**src/design/dhrf_pkg.sv**
```systemverilog
package dhrf_pkg;

  // Sliding window length in positions.
  localparam int WINDOW     = 500;
  localparam int CNT_W      = $clog2(WINDOW + 1);
  localparam int MIN_W      = 9;
  localparam int GAP_W      = 10;
  localparam int CMP_W      = (CNT_W > MIN_W) ? CNT_W : MIN_W;
  localparam int POS_W      = 31;
  localparam int REF_W      = 32;
  localparam int HIT_W      = 3;
  localparam int CFG_IDX_W  = 2;
  localparam int CFG_DATA_W = 10;

  // A region starts two windows back from the position where it opens.
  localparam logic [POS_W-1:0] START_BACK = POS_W'(2 * WINDOW);
  localparam logic [POS_W:0]   END_AHEAD  = (POS_W + 1)'(WINDOW);

  localparam int OQ_DEPTH = 4;
  localparam int OQ_PTR_W = $clog2(OQ_DEPTH);
  localparam int OQ_CNT_W = $clog2(OQ_DEPTH + 1);

  typedef enum logic [CFG_IDX_W-1:0] {
    CFG_ANY_MIN   = 2'd0,
    CFG_ALL_MIN   = 2'd1,
    CFG_MERGE_GAP = 2'd2
  } cfg_idx_e;

  // One position after the window stage.
  typedef struct packed {
    logic             good;
    logic [POS_W-1:0] start_cand;
    logic [POS_W-1:0] end_cand;
    logic [POS_W-1:0] len;
    logic [REF_W-1:0] ref_id;
    logic             last;
  } item_t;

  // One region word on its way out.
  typedef struct packed {
    logic [REF_W-1:0] rref;
    logic [POS_W-1:0] rstart;
    logic [POS_W-1:0] rend;
    logic             rlast;
  } region_t;

endpackage

```
**src/design/dhrf_cell.sv**
```systemverilog
module dhrf_cell
  import dhrf_pkg::*;
(
  input  logic       clk_i,
  input  logic       en_i,
  input  logic [1:0] d_i,
  output logic [1:0] q_o
);

  logic [1:0] flags_q;

  always_ff @(posedge clk_i) begin
    if (en_i) begin
      flags_q <= d_i;
    end
  end

  assign q_o = flags_q;

endmodule

```
**src/design/dhrf_window.sv**
```systemverilog
module dhrf_window
  import dhrf_pkg::*;
(
  input  logic             clk_i,
  input  logic             rst_ni,
  input  logic             in_valid_i,
  output logic             in_stall_o,
  input  logic [HIT_W-1:0] hit_bits_i,
  input  logic [REF_W-1:0] ref_id_i,
  input  logic [POS_W-1:0] ref_length_i,
  input  logic             end_of_ref_i,
  input  logic [MIN_W-1:0] any_min_i,
  input  logic [MIN_W-1:0] all_min_i,
  input  logic             adv_i,
  output logic             item_valid_o,
  output item_t            item_o
);

  logic [1:0]       tap [WINDOW];
  logic             accept;
  logic             any_new;
  logic             all_new;
  logic             full;
  logic [CNT_W-1:0] any_cnt_q, any_cnt_d;
  logic [CNT_W-1:0] all_cnt_q, all_cnt_d;
  logic [CNT_W-1:0] fill_q, fill_d;
  logic [POS_W-1:0] pos_q, pos_d;
  logic             valid_q, valid_d;
  item_t            item_q, item_d;
  logic [POS_W:0]   end_wide;

  assign in_stall_o = valid_q && !adv_i;
  assign accept     = in_valid_i && !in_stall_o;
  assign any_new    = (hit_bits_i != '0);
  assign all_new    = (hit_bits_i == '1);
  assign full       = (fill_q == CNT_W'(WINDOW));

  // The flag history is a shift line: the word accepted WINDOW items ago
  // sits in the last cell when the next one arrives.
  for (genvar k = 0; k < WINDOW; k++) begin : g_cell
    if (k == 0) begin : g_head
      dhrf_cell u_cell (
        .clk_i (clk_i),
        .en_i  (accept),
        .d_i   ({all_new, any_new}),
        .q_o   (tap[k])
      );
    end else begin : g_body
      dhrf_cell u_cell (
        .clk_i (clk_i),
        .en_i  (accept),
        .d_i   (tap[k-1]),
        .q_o   (tap[k])
      );
    end
  end

  always_comb begin
    any_cnt_d = any_cnt_q - CNT_W'(full && tap[WINDOW-1][0]) + CNT_W'(any_new);
    all_cnt_d = all_cnt_q - CNT_W'(full && tap[WINDOW-1][1]) + CNT_W'(all_new);
    end_wide  = {1'b0, pos_q} + END_AHEAD;

    item_d.good = (CMP_W'(any_cnt_d) >= CMP_W'(any_min_i)) &&
                  (CMP_W'(all_cnt_d) >= CMP_W'(all_min_i));
    item_d.start_cand = (pos_q < START_BACK + POS_W'(1)) ? POS_W'(1) : pos_q - START_BACK;
    item_d.end_cand   = (end_wide > {1'b0, ref_length_i}) ? ref_length_i
                                                          : end_wide[POS_W-1:0];
    item_d.len    = ref_length_i;
    item_d.ref_id = ref_id_i;
    item_d.last   = end_of_ref_i;

    if (end_of_ref_i) begin
      fill_d = '0;
      pos_d  = '0;
    end else begin
      fill_d = full ? fill_q : fill_q + CNT_W'(1);
      pos_d  = pos_q + POS_W'(1);
    end

    if (accept) begin
      valid_d = 1'b1;
    end else if (adv_i) begin
      valid_d = 1'b0;
    end else begin
      valid_d = valid_q;
    end
  end

  always_ff @(posedge clk_i or negedge rst_ni) begin
    if (!rst_ni) begin
      any_cnt_q <= '0;
      all_cnt_q <= '0;
      fill_q    <= '0;
      pos_q     <= '0;
      valid_q   <= 1'b0;
    end else begin
      valid_q <= valid_d;
      if (accept) begin
        if (end_of_ref_i) begin
          any_cnt_q <= '0;
          all_cnt_q <= '0;
        end else begin
          any_cnt_q <= any_cnt_d;
          all_cnt_q <= all_cnt_d;
        end
        fill_q <= fill_d;
        pos_q  <= pos_d;
      end
    end
  end

  always_ff @(posedge clk_i) begin
    if (accept) begin
      item_q <= item_d;
    end
  end

  assign item_valid_o = valid_q;
  assign item_o       = item_q;

`ifndef ASSERT_OFF
  a_any_le_fill : assert property (@(posedge clk_i) disable iff (!rst_ni)
    any_cnt_q <= fill_q)
    else $error("any-hit count exceeds the number of positions in the window");

  a_all_le_any : assert property (@(posedge clk_i) disable iff (!rst_ni)
    all_cnt_q <= any_cnt_q)
    else $error("all-hit count exceeds any-hit count");
`endif

endmodule

```
**src/design/dhrf_region.sv**
```systemverilog
module dhrf_region
  import dhrf_pkg::*;
(
  input  logic             clk_i,
  input  logic             rst_ni,
  input  logic             adv_i,
  input  item_t            item_i,
  input  logic [GAP_W-1:0] merge_gap_i,
  output logic [1:0]       push_cnt_o,
  output region_t          slot0_o,
  output region_t          slot1_o
);

  logic             in_q;
  logic [POS_W-1:0] open_start_q, open_start_d;
  logic             held_valid_q, held_valid_d;
  logic [POS_W-1:0] held_start_q, held_start_d;
  logic [POS_W-1:0] held_end_q, held_end_d;

  logic             in_mid;
  logic             close;
  logic             commit;
  logic [POS_W-1:0] c_start;
  logic [POS_W-1:0] c_end;
  logic [POS_W+1:0] diff;
  logic             merge;
  logic             emit_old;
  logic             emit_held;
  region_t          r_old;
  region_t          r_held;

  always_comb begin
    in_mid    = in_q || item_i.good;
    close     = in_q && !item_i.good;
    commit    = close || (item_i.last && in_mid);
    c_start   = in_q ? open_start_q : item_i.start_cand;
    c_end     = close ? item_i.end_cand : item_i.len;
    diff      = {2'b00, c_start} - {2'b00, held_end_q};
    merge     = held_valid_q && ($signed(diff) < $signed((POS_W + 2)'(merge_gap_i)));
    emit_old  = commit && held_valid_q && !merge;

    held_valid_d = held_valid_q || commit;
    held_start_d = (commit && !merge) ? c_start : held_start_q;
    held_end_d   = commit ? c_end : held_end_q;
    open_start_d = (!in_q && item_i.good) ? item_i.start_cand : open_start_q;

    emit_held = item_i.last && held_valid_d;

    r_old.rref    = item_i.ref_id;
    r_old.rstart  = held_start_q;
    r_old.rend    = held_end_q;
    r_old.rlast   = !emit_held;
    r_held.rref   = item_i.ref_id;
    r_held.rstart = held_start_d;
    r_held.rend   = held_end_d;
    r_held.rlast  = 1'b1;

    push_cnt_o = 2'(emit_old) + 2'(emit_held);
    slot0_o    = emit_old ? r_old : r_held;
    slot1_o    = r_held;
  end

  always_ff @(posedge clk_i or negedge rst_ni) begin
    if (!rst_ni) begin
      in_q         <= 1'b0;
      held_valid_q <= 1'b0;
    end else if (adv_i) begin
      if (item_i.last) begin
        in_q         <= 1'b0;
        held_valid_q <= 1'b0;
      end else begin
        in_q         <= item_i.good;
        held_valid_q <= held_valid_d;
      end
    end
  end

  always_ff @(posedge clk_i) begin
    if (adv_i) begin
      open_start_q <= open_start_d;
      held_start_q <= held_start_d;
      held_end_q   <= held_end_d;
    end
  end

`ifndef ASSERT_OFF
  a_two_words_order : assert property (@(posedge clk_i) disable iff (!rst_ni)
    (adv_i && push_cnt_o == 2'd2) |-> (!slot0_o.rlast && slot1_o.rlast && item_i.last))
    else $error("two region words from one position are out of order");
`endif

endmodule

```
**src/design/dhrf_outq.sv**
```systemverilog
module dhrf_outq
  import dhrf_pkg::*;
(
  input  logic       clk_i,
  input  logic       rst_ni,
  input  logic [1:0] push_cnt_i,
  input  region_t    slot0_i,
  input  region_t    slot1_i,
  output logic       room_o,
  output logic       out_valid_o,
  input  logic       out_stall_i,
  output region_t    out_o
);

  region_t             mem_q [OQ_DEPTH];
  logic [OQ_PTR_W-1:0] wr_q, rd_q;
  logic [OQ_CNT_W-1:0] cnt_q;
  logic [OQ_PTR_W-1:0] wr_next;
  logic                pop;

  assign wr_next     = wr_q + OQ_PTR_W'(1);
  assign out_valid_o = (cnt_q != '0);
  assign pop         = out_valid_o && !out_stall_i;
  assign room_o      = (cnt_q <= OQ_CNT_W'(OQ_DEPTH - 2));
  assign out_o       = mem_q[rd_q];

  always_ff @(posedge clk_i or negedge rst_ni) begin
    if (!rst_ni) begin
      wr_q  <= '0;
      rd_q  <= '0;
      cnt_q <= '0;
    end else begin
      wr_q  <= wr_q + OQ_PTR_W'(push_cnt_i);
      rd_q  <= rd_q + OQ_PTR_W'(pop);
      cnt_q <= cnt_q + OQ_CNT_W'(push_cnt_i) - OQ_CNT_W'(pop);
    end
  end

  always_ff @(posedge clk_i) begin
    if (push_cnt_i != 2'd0) begin
      mem_q[wr_q] <= slot0_i;
    end
    if (push_cnt_i == 2'd2) begin
      mem_q[wr_next] <= slot1_i;
    end
  end

`ifndef ASSERT_OFF
  a_no_overflow : assert property (@(posedge clk_i) disable iff (!rst_ni)
    cnt_q <= OQ_CNT_W'(OQ_DEPTH))
    else $error("output queue overflow");

  a_push_needs_room : assert property (@(posedge clk_i) disable iff (!rst_ni)
    (push_cnt_i != 2'd0) |-> room_o)
    else $error("region words pushed without room in the output queue");
`endif

endmodule

```
**src/design/dense_hit_region_finder.sv**
```systemverilog
// Dense hit region finder. Each input word is one reference position, in
// order from position 0, with three coder-hit bits; end_of_ref_i marks the
// final position of a reference and returns all per-reference state to its
// start. A 500-stage shift line of flag cells keeps the any-hit and all-hit
// flags of the window, and two running counters add the new flags and drop
// the flags that leave the window. A region opens when both counts reach
// their configured minimums (start two windows back, at least 1) and closes
// when they fail (end one window ahead, at most the reference length). A
// closed region that starts less than merge_gap after the held region's end
// extends it; otherwise the held region is sent and the new one is held.
// The block takes one word per clock cycle for as long as the output side
// keeps up. A result word passes through the window stage register and a
// four-entry output queue; the region stage between them is combinational.
// A position can produce two result words (only at the end of a reference);
// the region stage passes a position on only while the queue has at least
// two free entries, so with the output side stalled the input is held off
// once three result words are waiting and the window stage holds a position.
// The configuration port writes any_hit_min (index 0), all_hit_min (index 1)
// and merge_gap (index 2, reset 200); other indexes are ignored. Write it
// only while no words are in flight. There is no clearing pass after reset.
module dense_hit_region_finder
  import dhrf_pkg::*;
(
  input  logic                  clk_i,
  input  logic                  rst_ni,

  input  logic                  cfg_we_i,
  input  logic [CFG_IDX_W-1:0]  cfg_idx_i,
  input  logic [CFG_DATA_W-1:0] cfg_data_i,

  input  logic                  in_valid_i,
  output logic                  in_stall_o,
  input  logic [HIT_W-1:0]      hit_bits_i,
  input  logic [REF_W-1:0]      ref_id_i,
  input  logic [POS_W-1:0]      ref_length_i,
  input  logic                  end_of_ref_i,

  output logic                  out_valid_o,
  input  logic                  out_stall_i,
  output logic [REF_W-1:0]      region_ref_o,
  output logic [POS_W-1:0]      region_start_o,
  output logic [POS_W-1:0]      region_end_o,
  output logic                  run_last_o
);

  logic [MIN_W-1:0] any_min_q;
  logic [MIN_W-1:0] all_min_q;
  logic [GAP_W-1:0] merge_gap_q;

  logic       item_valid;
  item_t      item;
  logic       room;
  logic       adv;
  logic [1:0] push_cnt;
  region_t    slot0;
  region_t    slot1;
  region_t    out_word;

  // Configuration registers; values are cut to the register widths.
  always_ff @(posedge clk_i or negedge rst_ni) begin
    if (!rst_ni) begin
      any_min_q   <= '0;
      all_min_q   <= '0;
      merge_gap_q <= GAP_W'(200);
    end else if (cfg_we_i) begin
      case (cfg_idx_e'(cfg_idx_i))
        CFG_ANY_MIN:   any_min_q   <= cfg_data_i[MIN_W-1:0];
        CFG_ALL_MIN:   all_min_q   <= cfg_data_i[MIN_W-1:0];
        CFG_MERGE_GAP: merge_gap_q <= cfg_data_i[GAP_W-1:0];
        default:       ;
      endcase
    end
  end

  // The region stage takes a position only when the queue can hold the two
  // words it may produce.
  assign adv = item_valid && room;

  dhrf_window u_window (
    .clk_i        (clk_i),
    .rst_ni       (rst_ni),
    .in_valid_i   (in_valid_i),
    .in_stall_o   (in_stall_o),
    .hit_bits_i   (hit_bits_i),
    .ref_id_i     (ref_id_i),
    .ref_length_i (ref_length_i),
    .end_of_ref_i (end_of_ref_i),
    .any_min_i    (any_min_q),
    .all_min_i    (all_min_q),
    .adv_i        (adv),
    .item_valid_o (item_valid),
    .item_o       (item)
  );

  dhrf_region u_region (
    .clk_i       (clk_i),
    .rst_ni      (rst_ni),
    .adv_i       (adv),
    .item_i      (item),
    .merge_gap_i (merge_gap_q),
    .push_cnt_o  (push_cnt),
    .slot0_o     (slot0),
    .slot1_o     (slot1)
  );

  dhrf_outq u_outq (
    .clk_i       (clk_i),
    .rst_ni      (rst_ni),
    .push_cnt_i  (adv ? push_cnt : 2'd0),
    .slot0_i     (slot0),
    .slot1_i     (slot1),
    .room_o      (room),
    .out_valid_o (out_valid_o),
    .out_stall_i (out_stall_i),
    .out_o       (out_word)
  );

  assign region_ref_o   = out_word.rref;
  assign region_start_o = out_word.rstart;
  assign region_end_o   = out_word.rend;
  assign run_last_o     = out_word.rlast;

endmodule

```
**config.mk**
```make
export PLATFORM = sky130hd
export DESIGN_NAME = dense_hit_region_finder
export DESIGN_NICKNAME = d
export VERILOG_FILES = /design/src/design/dhrf_pkg.sv /design/src/design/dhrf_cell.sv /design/src/design/dhrf_window.sv /design/src/design/dhrf_region.sv /design/src/design/dhrf_outq.sv /design/src/design/dense_hit_region_finder.sv
export SDC_FILE = /design/constraint.sdc
export NUM_CORES = 2
export LEC_CHECK = 0
export ABC_AREA = 1
export BUFFER_PORTS_ARGS = -buffer_cell sky130_fd_sc_hd__buf_2
export CAP_MARGIN = 20
export CORE_MARGIN = 2
export CORE_UTILIZATION = 45
export DETAILED_ROUTE_END_ITERATION = 12
export PLACE_DENSITY = 0.65
export SETUP_SLACK_MARGIN = 0.4
export SLEW_MARGIN = 5
export SYNTH_ARGS = -nofsm -noshare
export SYNTH_HDL_FRONTEND = slang
export SYNTH_SLANG_ARGS = --single-unit
export TNS_END_PERCENT = 100
```
**constraint.sdc**
```tcl
create_clock -name clk_i -period 33.3 [get_ports clk_i]
set_input_delay 6.66 -clock clk_i [delete_from_list [all_inputs] [get_ports clk_i]]
set_output_delay 6.66 -clock clk_i [all_outputs]
set_load 0.005 [all_outputs]
```
# Word level (Yosys, flattened, before mapping)
# Memory sizes are Yosys's and may differ from the RTL's.
# Index checks and enable logic that the tools add are counted.
[word_totals]
reg_bits = 1316
mem_bits_rw = 380
in_bits = 84
memories = 1
[memory_table]
columns = ["name", "words", "width", "rd", "rd_ports_with_merged_regs", "write_ports", "line_no", "text"]
rows = [
  ["u_outq.mem_q", 4, 95, 1, 0, 2, "dhrf_outq.sv:15", "region_t mem_q [OQ_DEPTH];"],
]
[classes]
addsub = 15
n_lt_le_gt_ge = 6
n_eq_ne = 6
muxes = 20
n_reduce_logical = 35
[op_table]
columns = ["operator", "n"]
rows = [
  ["two-way mux 31 bit", 6],
  ["two-way mux 63 bit", 1],
  ["two-way mux 9 bit", 4],
  ["less-than comparator 33 x 11 -> 1 bit", 1],
  ["adder 31 x 9 -> 32 bit, second input constant", 1],
  ["> comparator 32 x 31 -> 1 bit", 1],
  ["subtractor 31 x 31 -> 32 bit", 1],
  ["adder 31 x 1 -> 31 bit, second input constant", 1],
  ["less-than comparator 31 x 10 -> 1 bit, second input constant", 1],
  ["subtractor 31 x 10 -> 31 bit, second input constant", 1],
  ["adder 9 x 1 -> 9 bit", 2],
  ["greater-or-equal comparator 9 bit", 2],
  ["subtractor 9 x 1 -> 9 bit", 2],
  ["logical AND 1 bit", 15],
  ["AND reduction 2 bit", 5],
  ["adder 9 x 1 -> 9 bit, second input constant", 1],
  ["equality test 9 bit, second input constant", 1],
  ["two-way mux 1 bit", 8],
  ["zero test 1 bit", 7],
  ["nonzero test 3 bit", 2],
  ["equality test 2 bit, second input constant", 2],
  ["nonzero test 2 bit", 2],
  ["adder 3 x 2 -> 3 bit", 1],
  ["equality test 3 bit, second input constant", 1],
  ["other kinds (11)", 13],
]

# Depth between registers and ports, before layout
[logic_depth]
word_depth = 11
depth_mapped = 42
mapped_depth_nobuf = 38

# Cells and area by module
# Synthesis repeated with hierarchy kept, for this count alone.
[unflattened]
hier_cells = 5656
area_unflattened_um2 = 69844.5
[modules_own_cells]
columns = ["module", "n_inst", "cells_per_inst", "area_each_um2", "seq_area_each_um2"]
rows = [
  ["dhrf_cell", 500, 2, 60.1, 60.1],
  ["dhrf_outq", 1, 2016, 19019.5, 11586.1],
  ["dhrf_window", 1, 1207, 10854.2, 5290.1],
  ["dhrf_region", 1, 1303, 8745.9, 2842.7],
  ["dense_hit_region_finder", 1, 130, 1196.1, 704.4],
]

# Worst setup path before layout
# No wires, ideal clock.
[synth_path]
path_kind = "input-to-reg"
from = "input port in_valid_i"
to = "register u_window.g_cell[0].g_head.u_cell.flags_q[0], enable pin"
arrival_ns = 37.294
t_required_ns = 31.370
setup_slack_ns = -5.924
path_stages = 3
path_cell_list = "inv_1 > nor2_8 > buf_1"
[synth_via]
elab_chain_cells = 1
[synth_lines]
columns = ["item", "line_no", "text"]
rows = [
  ["start: declaration", "dense_hit_region_finder.sv:31", "input logic in_valid_i,"],
  ["logical AND 1 bit", "dhrf_window.sv:33", "assign accept = in_valid_i && !in_stall_o;"],
  ["via u_window.accept", "dhrf_window.sv:20", "logic accept;"],
  ["end signal: assignment", "dhrf_cell.sv:14", "flags_q <= d_i;"],
  ["end: declaration", "dhrf_cell.sv:10", "logic [1:0] flags_q;"],
]
# The timed path passes the listed nets, and every way through them passes these cells.
# A chain may end at the register's enable or synchronous reset.

# Worst setup path in the final report
[layout_path]
from = "input port in_valid_i"
to = "register u_window.g_cell[278].g_body.u_cell.flags_q[0], enable pin"
[layout_via]
elab_chain_cells = 1
[layout_lines]
columns = ["item", "line_no"]
rows = [
  ["logical AND 1 bit", "dhrf_window.sv:33"],
  ["end signal: assignment", "dhrf_cell.sv:14"],
  ["end: declaration", "dhrf_cell.sv:10"],
]
# Every way passes these cells.

==> results.toml <==
[clock_tree]
cts.sinks = 1696
clock_latency_ns = 0.83
cts_made_buffers = 173
clock_path_buffers = 3
cts_tree = "yes"
cts_setup_buffers = 0
root_buffer = "clkbuf_16"
cts_max_level = 4
path_clk_slew_ns = 0.06
cts.repair.resized = 0
hold_buffers = 0

[final_layout]
nets = 5552
nFillCells = 12400
final_core_util = 0.513
area_delta_synth_final_pct = 12.9
final_cells = 7424
drive_above_1_share = 0.112
design_area_sq_um = 75900

[setup_path]
crit_family = "buffers and inverters"
required_ns = 33.71
path_buf_inv = 8
critPathMostFrequentCell = "buf_4"
cp-end-kind = "flop"
critPathMaxFanout = 89
worst_ep_arrival_time_ns = 12.48
crit_slowest_cell = "buf_4"
critPathKind = "input port to flop"
path_cells = "buf_2 -> inv_1 -> nor2_8 -> buf_4 -> buf_4 -> buf_4 -> buf_4 -> buf_4 -> buf_4"
startpoint_type = "input port"
critPathMaxStageDelay_ns = 0.92

[die]
core_sq_um = 148000
rows = 141
initial_core_util = 0.454
dieWidth_microns = 390
die_h_microns = 390
ios = 181
die_area_sq_um = 152000

[placed_design]
place_congestion = 0.906
dpl_worst_slack_ns = 20.22
hpwl_microns = 86900
place.port_buffers = 180
dp.cells = 7096
placed_area_sq_um = 70200

[sta]
period_minus_slack_ns = 12.07
maxSlewViolCount = 0
fmax_ghz = 0.0828
worstMarginPinSlew_ns = 1.10
final.setup.tns_ns = 0
hold_violations = 0
setup_ws_ns = 21.23
setup_violations = 0
fin_skew_ns = 0.0582
slew_headroom = 0.270
rsz0062_at_grt = "false"
fin_crit_sh = 0.363

[synthesis]
avgSynthCellArea_sq_um = 13.1
synth.area.top_cells = "edfxtp_1, nand2_1, dfrtp_1"
yosysTopAreaCellShare = 0.713
synth_fp_nets = 5337
synth-seq-area-share = 0.750
synth_top_area_cell = "edfxtp_1"
synth_cells = 5128
yosys_warnings = 0
netlist_area_sq_um = 67200
synth_seq_cells = 1696
ys_types = 59

[routing]
drt_first_pass_iters = 6
wire_per_inst_microns = 19.4
wl_microns = 144000
ant_nets = 0
remaining_drc_errors = 0
via_count = 39000
vias_per_cell = 5.25
drtIter0Drc = 3546

[power_and_ir_drop]
peakVddDrop_uv = 63.9
p_leak_nw = 28.6
power.density_nw_per_um2 = 97.5

[run_status]
status = "complete, no violations"

[global_routing]
grt_use_total = 0.187
grt_pass1_vias = 37400
antenna_found_initial = 23
grt_pass1_wl_microns = 219000
grt_overflow = 0
grt_max_degree = 110

[hold_path]
hold_path_class = "flop to flop"

[job]
cap_violations = 0
kinds of logic after synthesis:
group / after synthesis / synth area share
and+or+nand+nor: 1769 / 0.111
DFF: 1696 / 0.750
AOI/OAI and AO/OA: 769 / 0.0630
buffers and inverters: 674 / 0.0393
adders and majority gates: 125 / 0.0237
xor gates and xnor gates: 66 / 0.00860
muxes: 29 / 0.00432
state kept, by name, summed over array words and instances, names as in the netlist, 2 cells and up:
| register | cells |
|---|---|
| all_min_q | 9 |
| u_window.all_cnt_q | 9 |
| u_window.item_o | 127 |
| any_min_q | 9 |
| u_window.pos_q | 31 |
| u_outq.rd_q | 2 |
| u_region.held_start_q | 31 |
| u_outq.cnt_q | 3 |
| u_window.g_cell.g_body.u_cell.q_o | 998 |
| u_region.open_start_q | 31 |
| u_window.g_cell.g_head.u_cell.q_o | 2 |
| u_outq.mem_q | 380 |
| u_window.any_cnt_q | 9 |
| u_outq.wr_q | 2 |
| merge_gap_q | 10 |
| u_region.held_end_q | 31 |
| u_window.fill_q | 9 |
final timing paths:
| kind | startpoint | end | slack [ns] | cells past startpoint |
|---|---|---|---|---|
| worst max-delay path | in_valid_i | u_window.g_cell[278].g_body.u_cell.q_o[0] | 21.23 | 9 |
| worst min-delay path | u_window.g_cell[420].g_body.u_cell.q_o[1] | u_window.g_cell[421].g_body.u_cell.q_o[1] | 0.36 | 0 |
| worst max register to register | u_region.in_q | u_outq.mem_q[3][76] | 24.30 | 38 |
| worst min register to register | u_window.g_cell[420].g_body.u_cell.q_o[1] | u_window.g_cell[421].g_body.u_cell.q_o[1] | 0.36 | 0 |
| max in group asynchronous | rst_ni | u_outq.rd_q[0] | 26.15 | 2 |
| min in group asynchronous | rst_ni | any_min_q[1] | 5.86 | 1 |
cells in the mapped netlist (all sizes together):
library cell,n
a21o,3
nand2,891
edfxtp,1596
fa,4
dfxtp,4
o22a,1
nor2,483
o211ai,34
a22oi,4
inv,480
ha,121
and2,2
mux2i,29
clkbuf,130
dfstp,3
nor3,33
o21ai,481
nor3b,1
or2,66
dfrtp,93
a21oi,114
xnor2,5
nor4,11
o311ai,3
o21a,5
a221oi,1
o22ai,108
nand4,14
nand3,263
clkinv,6
and3,2
buf,58
o21bai,9
a211oi,2
o31ai,1
xor2,61
a31oi,3
nand3b,3
layout make-up:
cell class,count,area (sq um),area share
clock buffers,209,4520,0.0596
flip-flops and latches,1696,50400,0.664
inverters,486,1830,0.0242
multi-input cells,2758,14200,0.188
clock inverters,112,1160,0.0153
well taps,1930,2410,0.0318
diodes,5,12.5,0.000165
repair buffers,228,1290,0.0170
report_power, final:
group	switching, mW	internal (mW)	leakage (nW)	total (mW)
registers	0.209	3.19	16.3	3.40
logic	1.51	0.576	9.57	2.08
clock network	0.839	1.08	2.74	1.92
metal layers:
| layer | share of wire | track usage |
|---|---|---|
| met1 | 0.46 | 0.270 |
| met2 | 0.44 | 0.282 |
| met3 | 0.066 | 0.0350 |
| met5 | 0.00049 | 0 |
| met4 | 0.035 | 0.0741 |
worst register-to-register path: cells and delay by family (launching register included):
kind	cells	cell delay [ns]
AND/OR/NAND/NOR	21	3.76
buffers and inverters	10	2.91
adder cells (fa/ha/maj)	3	0.98
AO/OA/AOI/OAI	3	0.58
flip-flops	1	0.32
XOR/XNOR	1	0.31
cell usage in the layout (no fill, tap or decap), types with 6 or more instances in the layout:
master         n
mux2i_1       29
o21ai_1      118
buf_4         47
inv_1        469
o211ai_1      34
inv_6         10
nor3_1        30
edfxtp_1    1596
buf_2        179
clkinv_16      8
nand3_1      241
clkbuf_1      30
nor2_1       470
o21ai_2       21
o22ai_1      108
inv_2          6
o21ai_0      342
bufinv_16     12
nor2_2         9
clkbuf_8       6
xor2_1        61
clkinv_2      28
dfrtp_1       91
nand4_1       13
nand2_1      875
nor4_1        11
clkinv_1      42
nand2_2        8
a21oi_1      113
clkinvlp_4    10
nand3_2       22
clkbuf_16    173
nand2_4        7
or2_1         25
ha_1         121
clkinv_4       6
or2_2         40
o21bai_1       9
stage by stage:
step                hold WS [ns]  total power, mW
CTS                        0.365             7.46
global route               0.387             7.84
detailed placement         0.405             5.50
floorplan                  0.400             5.13
global placement           0.401             5.45
finish                     0.363             7.40
Note: power is estimated with default switching activity, not from simulation.
